[src/hw/rtl/cst_pkg.sv]
// cst_pkg: request, response and table-record types, status and kind codes,
// and fixed constants for the client session tracker.
// No dependencies.
`timescale 1ns / 1ps

package cst_pkg;

	localparam int KEY_W     = 32;
	localparam int TIME_W    = 32;
	localparam int GAP_W     = 16;
	localparam int VISITS_W  = 16;
	localparam int RIDX_W    = 9;
	localparam int CNT_OUT_W = 10;
	localparam int HOURS_W   = 21;
	localparam int STATUS_W  = 2;

	localparam logic [GAP_W-1:0]    GAP_RESET    = 16'd32;
	localparam int                  SEC_PER_HOUR = 3600;
	localparam int                  HALF_HOUR    = 30 * 60;
	localparam logic [VISITS_W-1:0] VISITS_MAX   = '1;
	localparam logic [TIME_W-1:0]   TIME_MAX     = '1;

	localparam logic [STATUS_W-1:0] ST_OK    = 2'd0;
	localparam logic [STATUS_W-1:0] ST_FULL  = 2'd1;
	localparam logic [STATUS_W-1:0] ST_RANGE = 2'd2;

	localparam logic KIND_HIT  = 1'b0;
	localparam logic KIND_READ = 1'b1;

	typedef struct packed {
		logic              kind;
		logic [KEY_W-1:0]  client_key;
		logic [TIME_W-1:0] timestamp;
		logic [RIDX_W-1:0] read_index;
	} req_t;

	typedef struct packed {
		logic [STATUS_W-1:0]  status;
		logic [RIDX_W-1:0]    entry_index;
		logic                 new_client;
		logic                 new_session;
		logic [KEY_W-1:0]     entry_key;
		logic [VISITS_W-1:0]  visit_count;
		logic [TIME_W-1:0]    elapsed_seconds;
		logic [HOURS_W-1:0]   elapsed_hours;
		logic [CNT_OUT_W-1:0] entry_count;
	} rsp_t;

	// one table entry apart from its key
	typedef struct packed {
		logic                sess_open;
		logic [VISITS_W-1:0] visits;
		logic [TIME_W-1:0]   acc_time;
		logic [TIME_W-1:0]   last_seen;
		logic [TIME_W-1:0]   sess_start;
	} rec_t;

endpackage

[src/hw/rtl/cst_div.sv]
// cst_div: turns seconds into rounded hours by a reciprocal multiply,
// registered in y_s1 and then in prod_s2 from start to done.
// Depends on cst_pkg.
`timescale 1ns / 1ps

module cst_div (
	input  logic                        clk,
	input  logic                        arst_n,
	input  logic                        start,
	input  logic [cst_pkg::TIME_W-1:0]  seconds,
	output logic                        done,
	output logic [cst_pkg::HOURS_W-1:0] hours
);

	// 3600 = 16 * 225: drop four bits, then multiply by 2^36 / 225 rounded up
	localparam int     RW    = cst_pkg::TIME_W + 1;
	localparam int     PRE   = 4;
	localparam int     YW    = RW - PRE;
	localparam int     PW    = 2 * YW;
	localparam int     RSH   = 36;
	localparam longint DVR   = longint'(cst_pkg::SEC_PER_HOUR >> PRE);
	localparam logic [YW-1:0] RECIP =
		YW'(((longint'(1) << RSH) + DVR - longint'(1)) / DVR);

	logic [RW-1:0] rounded;
	logic [YW-1:0] y_s1;
	logic [PW-1:0] prod_s2;
	logic          v_s1;
	logic          v_s2;

	assign rounded = RW'(seconds) + RW'(cst_pkg::HALF_HOUR);

	always_ff @(posedge clk or negedge arst_n) begin
		if (!arst_n) begin
			v_s1 <= 1'b0;
			v_s2 <= 1'b0;
		end else begin
			v_s1 <= start;
			v_s2 <= v_s1;
			if (start) begin
				y_s1 <= rounded[RW-1:PRE];
			end
			if (v_s1) begin
				prod_s2 <= PW'(y_s1) * PW'(RECIP);
			end
		end
	end

	assign done  = v_s2;
	assign hours = prod_s2[RSH +: cst_pkg::HOURS_W];

endmodule

[config.mk]
export PLATFORM = sky130hd
export DESIGN_NAME = cst_div
export DESIGN_NICKNAME = d
export VERILOG_FILES = /design/src/hw/rtl/cst_pkg.sv /design/src/hw/rtl/cst_div.sv
export SDC_FILE = /design/constraint.sdc
export NUM_CORES = 1
export LEC_CHECK = 0
export BUFFER_PORTS_ARGS = -buffer_cell sky130_fd_sc_hd__buf_4
export CORE_UTILIZATION = 42
export CTS_BUF_LIST = sky130_fd_sc_hd__clkbuf_8
export DETAILED_ROUTE_END_ITERATION = 8
export PLACE_DENSITY = 0.62
export SETUP_SLACK_MARGIN = 0.5
export SYNTH_ARGS = -nofsm -noshare
export SYNTH_HDL_FRONTEND = slang
export SYNTH_SLANG_ARGS = --single-unit
[constraint.sdc]
create_clock -name clk -period 9.5 [get_ports clk]
set_input_delay 0.475 -clock clk [delete_from_list [all_inputs] [get_ports clk]]
set_output_delay 0.475 -clock clk [all_outputs]
set_load 0.02 [all_outputs]
# Word level (Yosys, flattened, before mapping)
# Index checks and enable logic that the tools add are counted.
dict set report classes {
  n_reduce_logical 2
  multipliers 1
  n_addsub 1
}
# operator n
set op_table {}
lappend op_table {{multiplier 29 x 29 -> 57 bit, second input constant} 1}
lappend op_table {{adder 32 x 11 -> 33 bit, second input constant} 1}
lappend op_table {{AND reduction 2 bit} 2}
dict set report totals {
  regBits 88
  inputBits 35
  word_cells 8
}

# Longest topological paths before layout
# Gate-level depths: netlist (run 1).
dict set report logic_depth {
  word_depth 1
  depth_mapped 23
  mapped_depth_nobuf 23
}

# Worst setup path after synthesis (run 1)
# OpenSTA, ideal clock, no wires.
dict set report synth_path {
  path_kind {reg2reg}
  startpoint {register y_s1[8]}
  endpoint {register prod_s2[56] (data pin)}
  slack_ns 3.155
  required_time_ns 9.237
  arrival_ns 6.082
  synth_period_minus_slack_ns 6.345
  stages_incl_launch_ff 24
  path_cell_list {edfxtp_1 > ha_1 > xor2_1 > ha_1 > nand2b_1 > fa_1 > ha_1 > inv_1 > fa_1 > inv_1 > fa_1 > fa_1 > inv_1 > fa_1 > inv_1 > ha_1 > nand2_1 > o211ai_1 > a41oi_1 > a311oi_2 > o21ai_2 > o311ai_2 > and3_1 > nor3_1}
}
dict set report synth_via {
  elab_chain_cells 1
}
# element line_no
set synth_lines {}
lappend synth_lines {{from (decl)} cst_div.sv:26} ;# logic [YW-1:0] y_s1;
lappend synth_lines {{from (signal assigned)} cst_div.sv:41} ;# y_s1 <= rounded[RW-1:PRE];
lappend synth_lines {{multiplier 29 x 29 -> 57 bit} cst_div.sv:44} ;# prod_s2 <= PW'(y_s1) * PW'(RECIP);
lappend synth_lines {{to (signal assigned)} cst_div.sv:44}
lappend synth_lines {{to (decl)} cst_div.sv:27} ;# logic [PW-1:0] prod_s2;
# Every way passes these cells.
# A chain may end at the register's enable or synchronous reset.

# Worst setup path after layout (run 1)
dict set report layout_path {
  startpoint {register y_s1[8]}
  endpoint {register prod_s2[50] (data pin)}
}
# Same word-level chain as after synthesis.

==> results of run 1 <==
cell families after synthesis:
group	share of synthesized area (%)
AO/OA/AOI/OAI	6.59
XOR/XNOR	3.88
adder cells (fa/ha/maj)	63.6
buffers and inverters	10.1
flip-flops	9.82
multiplexers	0.0633
AND/OR/NAND/NOR	6.00
registers in the layout, indices dropped and copies added (netlist names):
name / count
y_s1: 29
prod_s2: 21
done: 1
v_s1: 1
worst max-delay path: cells and delay by family (launching register included):
kind                       cells  cell delay (ns)
AOI/OAI and AO/OA              6             1.46
DFF                            1             0.69
adders and majority gates      9             3.87
buffers and inverters          4             0.23
and+or+nand+nor                2             0.39
xor gates and xnor gates       2             0.44
area by class of cell:
type,instances,area share [%]
Tap cell,468,3.46
Inverter,419,9.31
Multi-Input combinational cell,1048,74.9
Clock buffer,5,0.407
Antenna cell,1,0.0148
Timing Repair Buffer,56,2.50
Sequential cell,52,9.18
Clock inverter,3,0.252
cell usage in the layout (no fill, tap or decap), drive strengths merged, types with 4 or more instances in the layout:
cell,count
nand2,64
inv,419
clkbuf,5
and2,9
o211ai,8
buf,55
nor3,10
edfxtp,50
nor2b,5
nor2,17
nand2b,17
o21ai,33
xor2,36
ha,369
nand4,21
and4,7
xnor2,34
and3,12
nand3,13
o21a,4
a21oi,48
a31oi,6
a21o,19
fa,271
o21bai,7
through the flow:
step	cells	hold slack, ns	setup slack, ns
floorplan	1525	0.179	3.16
global placement	2042	0.263	2.22
detailed placement	2042	0.265	2.16
CTS	2051	0.217	2.09
global route	2052	0.227	1.79
finish	2052	0.237	2.18
path summary, 6_finish.rpt:
check | startpoint | end | slack, ns | depth (start not counted)
worst max-delay path | y_s1[8]$_DFFE_PP_ | prod_s2[50]$_DFFE_PP_ | 2.18 | 23
worst min-delay path | start | v_s1$_DFF_PN0_ | 0.24 | 1
worst max register to register | y_s1[8]$_DFFE_PP_ | prod_s2[50]$_DFFE_PP_ | 2.18 | 23
worst min register to register | v_s1$_DFF_PN0_ | done$_DFF_PN0_ | 0.39 | 0
max in group asynchronous | arst_n | done$_DFF_PN0_ | 8.97 | 2
min in group asynchronous | arst_n | done$_DFF_PN0_ | 0.44 | 2
per-layer routing:
layer | up-vias | wire, µm | GRT usage [%]
li1 | 5024 | - | -
met1 | 5343 | 16700 | 26.7
met2 | 187 | 18900 | 35.8
met3 | 32 | 1220 | 1.60
met4 | 0 | 691 | 5.12
met5 | - | 0 | 0
what timing repair did:
action                    in CTS  in global routing
setup buffers                  0                  0
hold buffers                   1                  0
hold endpoints to repair       2                  0
==> metrics.txt, run 1 <==
mapped cell area=roughly 0.016 mm²; H-tree levels=2; Yosys reg bits=52; status=finished, final reports clean; gr ovfl total=0; IO Port Bufs=between 50 and 60; CP Capture Type=flop; Fillers=3488; Max-Slew Margin vs Limit=35.7%; synthesized net count=between 2000 and 2500; I/O Pins=57; Antenna Nets Post-Route=0; Area Overhead vs Synth=6.96%; Total GRT Usage=about a fifth; Hold Fails Final Rpt=0; Die H=approximately 200 µm; DIE WIDTH=between 150 and 200 µm; total routed wirelength=around 37 mm; post-synthesis sequential area ratio=under 10%; root buf cell=clkbuf_8; data required time at the worst endpoint=9.60 ns; TritonCTS Buffers=5; Peak Freq=between 0.1 and 0.15 GHz; Slew Limit Fails=0; Final Core Density=~46%; startpoint types=flop; dpl hpwl=33.2 mm; initial antenna violation count=1; multi-input logic area=roughly 0.013 mm²; largest net degree at the start of global routing=30; worst slew pin tran=about 0.96 ns; Rows=70; min Tclk post-route=roughly 7.3 ns; drt pass-1 iters=5; crit path kind=reg -> reg; top cells by count, synth=inv_1, ha_1, fa_1, nand2_1, edfxtp_1; vias in the first global route=about 11000; register area=roughly 0.0016 mm²; Yosys top cell by area=fa_1; die area=0.0384 mm²; core area=between 0.03 and 0.04 mm²; worst skew pair latency=around 0.35 ns; most numerous cell in the Yosys netlist=inv_1; first-pass GRT wire length=approximately 60 mm; setup_tns=0 ns; layout cell share with drive strength beyond 1=under 10%; Resized cells post-CTS=0; Final period util=between 70% and 80%; unrepaired setup endpoints after global routing=false; Hold Path Class=in -> reg; CTS tree=built; Most common cell on crit path=fa_1; Synth Instances=between 1500 and 2000; synthesized area per cell=approximately 10 µm²; Max Cap Viol=0; DRC viols=0; top post-synthesis cells by area=fa_1, ha_1, inv_1; Async SR Flop Fraction=about 3.8%; Yosys top cell area share=34.3%; clock buffer depth=2; WL/cell=~18 µm; clock sinks=52; clk_skew=~0.0094 ns; slowest stage delay, CP=just under 0.7 ns; crit path cell chain=ha_1, xor2_1, ha_1, nand2b_1, fa_1, ha_1, inv_1, fa_1, inv_1, fa_1, fa_1, inv_1, fa_1, inv_1, ha_1, a21oi_1, o21ai_0, nor3_1, a311oi_2, o21ai_2, o21ai_1, a31oi_1, xnor2_1; Placed Area=0.0168 mm²; CP max FO=10; CP arrival=~7.4 ns; Post-synth EDFFs=50; Final Setup Violations=0; initial cell density of the core=between 40% and 50%; Netlist cell types=60; Vias=approximately 11000; number of DRC markers in iteration 0=a little under 600; Yosys warning count=0; CP max stage cell=edfxtp_1; ys flop type=edfxtp_1; Worst-path clk slew=~0.1 ns; gpl congestion=approximately 0.95; nets@finish=about 2300; Finished Cell Area=0.0169 mm²; DR vias/cell=just over 5
Power of run 1 is left out: the tool's default activity adds up to more than one toggle a clock period on the data nets, which glitch-free logic cannot reach.
==> run 2, diff against run 1 <==
- clock period: 9.5 -> 6.95 ns (I/O delays scaled with it)
==> metrics.txt, run 2 (synthesis results as in run 1) <==
Die H=196 µm (unchanged); Final Setup Violations=0 (unchanged); gr ovfl total=0 (unchanged); unrepaired setup endpoints after global routing=true; Final WS setup=0.316 ns (-1.86 ns); Rows=70 (unchanged); Setup WS pre-CTS=-0.0856 ns (-2.24 ns); clock buffer depth=2 (unchanged); startpoint types=flop; CP Capture Type=flop; initial antenna violation count=0 (-1); number of DRC markers in iteration 0=583 (-1.5%); most common cell after layout, fill and taps aside=inv_1; first-pass GRT wire length=63.7 mm (+6.9%); Hold Path Class=in -> reg; CP max FO=5 (-5); total routed wirelength=40.8 mm (+8.9%); Hold Fails Final Rpt=0 (unchanged); Worst R2R Path Depth=23 (unchanged); H-tree levels=2 (unchanged); layout cell share with drive strength beyond 1=20.3% (+16 points); worst skew pair latency=0.34 ns (about the same); Total GRT Usage=21.7% (+1.5 points); clock sinks=52 (unchanged); max FFs per register=29 (unchanged); CTS tree=built; status=finished, final reports clean; ant diodes=0 (-1); Max-Slew Margin vs Limit=35.0% (-0.71 points); IO Port Bufs=53 (unchanged); die area=0.0384 mm² (unchanged); Vias=11300 (+6.9%); commonest cells after routing, fill and taps aside=inv_1, ha_1, fa_1; vias in the first global route=12000 (+6.7%); largest net degree at the start of global routing=30 (unchanged); crit path capture=prod_s2[56]$_DFFE_PP_; critical path launch point=y_s1[17]$_DFFE_PP_; data required time at the worst endpoint=7.05 ns (-2.55 ns); min Tclk post-route=6.63 ns (-0.689 ns); Final period util=95.5% (+18 points); drt pass-1 iters=5 (unchanged); nets@finish=2412 (+6.9%); CP arrival=6.73 ns (-0.70 ns); initial cell density of the core=43.0% (unchanged); I/O Pins=57 (unchanged); WL/cell=18.5 µm (+1.3%); top flop regs=y_s1: 29 flops, prod_s2: 21 flops; DIE WIDTH=196 µm (unchanged); DR vias/cell=5.13 (-0.55%); TritonCTS Buffers=5 (unchanged); root buf cell=clkbuf_8; critical register-to-register path startpoint=y_s1[17]$_DFFE_PP_; DRC viols=0 (unchanged); Max Cap Viol=0 (unchanged); crit path kind=reg -> reg; R2R Path End=prod_s2[56]$_DFFE_PP_; core area=0.0368 mm² (unchanged); dpl hpwl=35.4 mm (+6.7%); Slew Limit Fails=0 (unchanged); Most flops, register=y_s1; worst slew pin tran=0.975 ns (+0.0107 ns); Area Overhead vs Synth=20.8%; Peak Freq=0.151 GHz (+10%); clk_skew=0.00875 ns (-0.000688 ns); Worst-path clk slew=0.10 ns (about the same); reg2reg setup slack=0.32 ns (-1.86 ns); Antenna Nets Post-Route=0 (unchanged); gpl congestion=0.940 (-0.75%)
run 2: stage by stage:
stage	cell area [µm²]	hold WS [ns]	TNS, ns	utilization (%)	std cells
final	19100	0.110	0	51.9	2206
after global routing	19100	0.0989	0	51.9	2206
after CTS	18700	0.0870	0	50.8	2192
after detailed placement	17500	0.137	-0.235	47.6	2141
after global placement	17500	0.135	-0.0458	47.6	2141
after floorplan	15800	0.0519	0	-	1525
run 2: worst min path at each step:
stage / startpoint / end / slack [ns] / cells after the start
global route: start / v_s1$_DFF_PN0_ / 0.1 / 1
floorplan: arst_n / done$_DFF_PN0_ / 0.05 / 0
detailed placement: arst_n / v_s1$_DFF_PN0_ / 0.14 / 1
global placement: arst_n / v_s1$_DFF_PN0_ / 0.14 / 1
CTS: start / v_s1$_DFF_PN0_ / 0.09 / 1
finish: start / v_s1$_DFF_PN0_ / 0.11 / 1
run 2: final cells by class:
class	count	area (µm²)
Tap cell	468	586
Fill cell	3271	17700
Timing Repair Buffer	211	1670
Clock buffer	5	68.8
Sequential cell	52	1550
Multi-Input combinational cell	1048	13600
Clock inverter	3	42.5
Inverter	419	1570
run 2: what timing repair did:
| action | 4_1_cts | 5_1_grt |
|---|---|---|
| endpoints found under the setup margin | 21 | 21 |
| pin swaps | 56 | 33 |
| setup buffers | 42 | 14 |
| endpoints found under the hold margin | 2 | 0 |
| resized for setup | 120 | 58 |
| hold buffers | 1 | 0 |
| cloned | 0 | 0 |
run 2: layer usage:
| layer | GRT usage (%) | wire, µm |
|---|---|---|
| met4 | 5.12 | 678 |
| met1 | 30.6 | 18300 |
| met5 | 0 | 0 |
| met2 | 36.9 | 20300 |
| met3 | 1.15 | 1520 |
run 2: critical path, stage by stage (launching register included):
cell,delay (ns)
edfxtp_1,0.45
buf_6,0.15
ha_4,0.23
buf_4,0.13
fa_1,0.46
fa_1,0.44
ha_1,0.31
inv_1,0.05
fa_1,0.49
inv_1,0.06
fa_1,0.50
fa_1,0.58
inv_1,0.06
fa_1,0.58
inv_1,0.10
ha_4,0.30
and3_4,0.22
a41oi_2,0.12
a311oi_2,0.27
buf_4,0.19
o21ai_4,0.10
o311ai_4,0.35
and3_4,0.23
nor3_2,0.04
Power of run 2 is left out for the same reason.
